==> config.mk <==
export PLATFORM = sky130hd
export DESIGN_NAME = prd_front
export DESIGN_NICKNAME = d
export VERILOG_FILES = /design/src/prd_pkg.sv /design/src/prd_front.sv
export SDC_FILE = /design/constraint.sdc
export NUM_CORES = 1
export LEC_CHECK = 0
export BUFFER_PORTS_ARGS = -buffer_cell sky130_fd_sc_hd__buf_2
export CORE_UTILIZATION = 50
export DETAILED_ROUTE_END_ITERATION = 16
export GPL_TIMING_DRIVEN = 0
export PLACE_DENSITY_LB_ADDON = 0.12
export SYNTH_ARGS = -nofsm -noshare
export SYNTH_HDL_FRONTEND = slang
export SYNTH_SLANG_ARGS = --single-unit
export TNS_END_PERCENT = 1
==> constraint.sdc <==
create_clock -name i_clk -period 2.1 [get_ports i_clk]
set_clock_uncertainty 0.2 [all_clocks]
set_input_delay 0.42 -clock i_clk [delete_from_list [all_inputs] [get_ports i_clk]]
set_output_delay 0.42 -clock i_clk [all_outputs]
set_load 0.005 [all_outputs]
==> src/prd_pkg.sv <==
// ----------------------------------------------------------------------------
// prd_pkg
// Shared types, port offsets and command codes for the paged RAM disk port.
// ----------------------------------------------------------------------------
package prd_pkg;

    localparam int PRD_MEM_BYTES = 524288;
    // full store address: port B bits 2..0, port A, counter
    localparam int PRD_ADDR_FULL_W = 19;

    // port offsets
    localparam logic [7:0] OFF_RD_A    = 8'h48;
    localparam logic [7:0] OFF_RD_B    = 8'h4A;
    localparam logic [7:0] OFF_RD_C    = 8'h4C;
    localparam logic [7:0] OFF_RD_MODE = 8'h4E;
    localparam logic [7:0] OFF_WR_A    = 8'h58;
    localparam logic [7:0] OFF_WR_B    = 8'h5A;
    localparam logic [7:0] OFF_WR_C    = 8'h5C;
    localparam logic [7:0] OFF_WR_CTRL = 8'h5E;
    localparam logic [7:0] OFF_DATA0   = 8'h68;
    localparam logic [7:0] OFF_DATA1   = 8'h69;
    localparam logic [7:0] OFF_DATA2   = 8'h78;
    localparam logic [7:0] OFF_DATA3   = 8'h79;
    localparam logic [7:0] OFF_RA_LO   = 8'h48;
    localparam logic [7:0] OFF_RA_HI   = 8'h4E;
    localparam logic [7:0] OFF_WA_LO   = 8'h58;
    localparam logic [7:0] OFF_WA_HI   = 8'h5E;

    localparam logic FUNC_READ  = 1'b0;
    localparam logic FUNC_WRITE = 1'b1;

    localparam logic [7:0] NO_RAM_BYTE = 8'hFF;
    localparam int BANK_BITS      = 3;
    localparam int CLR_CNT_BIT    = 5;
    localparam int MODE_SET_BIT   = 7;

    // command codes from front to back
    localparam int OP_W = 4;
    localparam logic [OP_W-1:0] OP_NONE    = 4'd0;
    localparam logic [OP_W-1:0] OP_RD_A    = 4'd1;
    localparam logic [OP_W-1:0] OP_RD_B    = 4'd2;
    localparam logic [OP_W-1:0] OP_RD_C    = 4'd3;
    localparam logic [OP_W-1:0] OP_RD_MODE = 4'd4;
    localparam logic [OP_W-1:0] OP_RD_DATA = 4'd5;
    localparam logic [OP_W-1:0] OP_WR_A    = 4'd6;
    localparam logic [OP_W-1:0] OP_WR_B    = 4'd7;
    localparam logic [OP_W-1:0] OP_WR_C    = 4'd8;
    localparam logic [OP_W-1:0] OP_WR_CTRL = 4'd9;
    localparam logic [OP_W-1:0] OP_WR_DATA = 4'd10;

    typedef struct packed {
        logic       func;
        logic [7:0] offset;
        logic [7:0] wdata;
    } t_in;

    typedef struct packed {
        logic [7:0] rdata;
        logic       claimed;
    } t_out;

    typedef struct packed {
        logic [OP_W-1:0] op;
        logic            claimed;
        logic [7:0]      wdata;
    } t_cmd;

endpackage

==> src/prd_front.sv <==
// ----------------------------------------------------------------------------
// prd_front
// Decodes each bus word into a command and holds it in a two-entry queue.
// ----------------------------------------------------------------------------
module prd_front
    import prd_pkg::*;
(
    input  logic i_clk,
    input  logic i_rst_n,
    input  logic i_push,
    input  t_in  i_in,
    output logic o_full,
    output logic o_cmd_valid,
    output t_cmd o_cmd,
    input  logic i_cmd_take
);

    t_cmd       r_q [2];
    logic       r_wp;
    logic       r_rp;
    logic [1:0] r_cnt;
    logic [1:0] n_cnt;
    t_cmd       n_cmd;
    logic       push;
    logic       data_port;

    assign o_full      = (r_cnt == 2'd2);
    assign o_cmd_valid = (r_cnt != 2'd0);
    assign o_cmd       = r_q[r_rp];
    assign push        = i_push && !o_full;

    always_comb begin
        data_port = (i_in.offset == OFF_DATA0) || (i_in.offset == OFF_DATA1) ||
                    (i_in.offset == OFF_DATA2) || (i_in.offset == OFF_DATA3);
        n_cmd.wdata   = i_in.wdata;
        n_cmd.claimed = data_port ||
                        ((i_in.offset >= OFF_RA_LO) && (i_in.offset <= OFF_RA_HI)) ||
                        ((i_in.offset >= OFF_WA_LO) && (i_in.offset <= OFF_WA_HI));
        n_cmd.op = OP_NONE;
        if (i_in.func == FUNC_READ) begin
            case (i_in.offset)
                OFF_RD_A:    n_cmd.op = OP_RD_A;
                OFF_RD_B:    n_cmd.op = OP_RD_B;
                OFF_RD_C:    n_cmd.op = OP_RD_C;
                OFF_RD_MODE: n_cmd.op = OP_RD_MODE;
                default:     n_cmd.op = data_port ? OP_RD_DATA : OP_NONE;
            endcase
        end else begin
            case (i_in.offset)
                OFF_WR_A:    n_cmd.op = OP_WR_A;
                OFF_WR_B:    n_cmd.op = OP_WR_B;
                OFF_WR_C:    n_cmd.op = OP_WR_C;
                OFF_WR_CTRL: n_cmd.op = OP_WR_CTRL;
                default:     n_cmd.op = data_port ? OP_WR_DATA : OP_NONE;
            endcase
        end
    end

    always_comb begin
        n_cnt = r_cnt;
        if (push && !i_cmd_take) begin
            n_cnt = r_cnt + 2'd1;
        end else if (!push && i_cmd_take) begin
            n_cnt = r_cnt - 2'd1;
        end
    end

    always_ff @(posedge i_clk) begin
        if (!i_rst_n) begin
            r_wp  <= 1'b0;
            r_rp  <= 1'b0;
            r_cnt <= 2'd0;
        end else begin
            r_cnt <= n_cnt;
            if (push) begin
                r_wp <= ~r_wp;
            end
            if (i_cmd_take) begin
                r_rp <= ~r_rp;
            end
        end
    end

    always_ff @(posedge i_clk) begin
        if (push) begin
            r_q[r_wp] <= n_cmd;
        end
    end

endmodule

==> summary.txt <==
Outcome
  – Status: completed

Timing
  – Tmin final: about 2.0 ns
  – TNS Setup: 0 ns
  – Slew headroom: 55.6%
  – Fin. Hold Viols: 0
  – Final max-slew violation count: 0
  – Hold slack: just over 0.08 ns
  – Period utilization: a little over nine tenths
  – FMAX: 0.495 GHz
  – Worst-margin pin slew: 0.663 ns
  – RSZ-0062 raised after global routing: false
  – Final Worst Setup Slack: between 0.08 and 0.09 ns
  – Final setup viols: 0

Synthesis
  – Post-synth EDFFs: 26
  – Top FF cell, synth: edfxtp_1
  – Seq cells post-synth: 31
  – Synth warn: 0
  – Seq/Total Area, Yosys: about 66%
  – Largest area contributor in the netlist: edfxtp_1
  – Share of synthesized registers carrying an async set or reset: 0%
  – Synth top area share: 58.9%
  – Mapped Area: 1330 sq um
  – Mean Syn Cell Area: 14.6 sq um
  – Synth area leaders: edfxtp_1 (59%), mux2_2 (11%), dfxtp_1 (7.5%), inv_1 (1.4%), nor2_1 (1.4%)
  – Post-Syn Instances: 91
  – Syn nets: between 100 and 150
  – Count leader, synth: edfxtp_1
  – Count of cell types in the netlist: 33
  – Top cells by count, synth: edfxtp_1 (26), mux2_2 (13), dfxtp_1 (5), inv_1 (5), nor2_1 (5)

Finish
  – Storage element area: 881 sq um
  – Fill cells: 194
  – Final #Nets: between 150 and 200
  – Final antenna diode count: 0
  – Area grow syn2layout: 20.3%
  – Footprint of the multi-input gates: 408 sq um
  – Util after Layout: ~64%
  – Share of cells above drive strength 1: between 40 and 50%

Detailed routing
  – Per-cell routed wire length: ~13 um
  – Mean number of vias per cell: about 5.4
  – DR pass1 iterations: 4
  – Routed Antenna Nets: 0
  – # DRC: 0
  – Via count: around 870
  – Detailed Route Iter0 Violations: 12
  – WL final: 2.14 mm

Place
  – Detailed placement HPWL: 1.54 mm
  – I/O Buffers: 34
  – Routability Congestion: between 0.7 and 0.8
  – Pre-CTS worst setup slack: 0.0843 ns

Die
  – CORE AREA: around 2500 sq um
  – Starting Density: between 50 and 60%
  – Die W: approximately 54 um
  – Placement row count: 18
  – Top Ports: 36
  – Die area: about 2900 sq um
  – Die height: 53.5 um

Power and ir drop
  – PwrDens: 822 nW/um^2
  – Static Leak: about 0.66 nW
  – VDD IR max: between 600 and 700 uV

Setup path
  – Reg2Reg Capture Point: r_cnt[1]
  – R2r worst-path depth: 6
  – WS Path Type: flop to output port
  – Startpoint types: flop
  – Flop-to-flop setup slack: ~0.32 ns
  – Arrival @ worst endpoint: around 1.4 ns
  – Required time of the worst setup path: around 1.5 ns
  – Worst-path fanout max: 10
  – Launching point of the worst reg2reg path: r_cnt[0]
  – Worst setup EP type: output port
  – Worst setup path end: o_cmd[2]

CTS
  – Htree depth: 2
  – Register clock-pin slew on the reported worst setup and hold paths: approximately 0.090 ns
  – Worst-skew pair later-pin latency: around 0.32 ns
  – Num CTS Buffers: 5
  – Post-CTS setup buffers: 0
  – CTS tree: yes
  – Clk sinks: 31
  – Clk root buf: clkbuf_4
  – CTS Hold Bufs: 0
  – Clock Tree Buf Depth: 2

Flow run
  – Max Cap Viol: 0

Global route
  – First-pass GRT wire length: between 3 and 4 mm
  – GR Layer Usage met3: 6.32%
  – Met1 usage: 18.6%
  – Largest net degree at the start of global routing: 15
  – Busiest grt layer: met2
  – Routing usage on met2: roughly 28%
  – Antenna violations before repair: 0
  – Total congestion overflow: 0
  – Vias in the first global route: 764
  – Tot GR Track Use: 17.2%

Worst hold path
  – Hold WC Path Type: primary input to flop
  – Min-Delay Path Depth: 1
what timing repair did:
item,4_1_cts,5_1_grt
endpoints found under the hold margin,0,0
resized for setup,1,2
pin swaps,0,0
gates cloned,0,0
setup endpoints to repair,10,23
power breakdown:
| group | total, W | switching, W | internal (W) |
|---|---|---|---|
| Clock | 0.000307 | 0.000183 | 0.000124 |
| Combinational | 0.000240 | 0.000117 | 0.000123 |
| Sequential | 0.000765 | 0.0000264 | 0.000739 |
cells in the final DEF, fill, tap and decap left out, types with 2 or more instances in the layout:
cell type,count
dfxtp_1,5
xor2_1,2
clkbuf_4,5
nor2_1,5
and3b_1,2
clkinv_1,2
a21oi_1,3
nand4_1,2
nand2_1,2
inv_1,5
o21ai_0,2
edfxtp_1,26
nor4b_1,2
buf_6,2
mux2_2,13
buf_2,35
cells by family after synthesis:
| group | after synthesis | synth area share, % |
|---|---|---|
| fa+ha+maj | 1 | 0.943 |
| buf+inv | 9 | 3.30 |
| xor+xnor | 3 | 1.98 |
| mux | 13 | 11.0 |
| simple gates | 22 | 10.4 |
| flops | 31 | 66.4 |
| compound gates | 12 | 5.94 |
how the worst min path moves through the flow:
stage | start | endpoint | slack [ns]
finish | i_in[7] | r_q[1][7] | 0.08
floorplan | r_cnt[1] | r_cnt[1] | 0.27
global placement | r_cnt[1] | r_cnt[1] | 0.29
CTS | i_in[6] | r_q[0][6] | 0.07
global route | i_in[0] | r_q[1][0] | 0.07
detailed placement | r_rp | flop | 0.30
critical path, cell delays in order (launching register included):
cell,delay (ns)
dfxtp_1,0.43
buf_6,0.18
mux2_2,0.34
buf_2,0.13
sequential cells by signal (all words and copies together), names as in the netlist, named ones only:
| name | flops |
|---|---|
| r_rp | 1 |
| r_wp | 1 |
| r_cnt | 2 |
| r_q | 26 |
layer usage:
| layer | routed length [um] | share of wire [%] |
|---|---|---|
| met5 | 0 | 0 |
| met4 | 51 | 2.4 |
| met2 | 1070 | 50 |
| met3 | 136 | 6.4 |
| met1 | 880 | 41 |
metrics by stage:
stage	power [W]	instances	area [sq um]
after floorplan	0.000915	91	1330
after global placement	0.00100	155	1530
after detailed placement	0.00101	155	1530
after CTS	0.00132	163	1590
after global routing	0.00138	163	1600
final	0.00131	163	1600
layout make-up:
class,count,area share [%]
flip-flops and latches,31,55.2
multi-input cells,51,25.6
repair buffers,34,10.7
clock buffers,6,2.59
well taps,30,2.35
plain buffers,3,1.73
inverters,6,1.41
clock inverters,2,0.471
(Power assumes the default switching activity.)
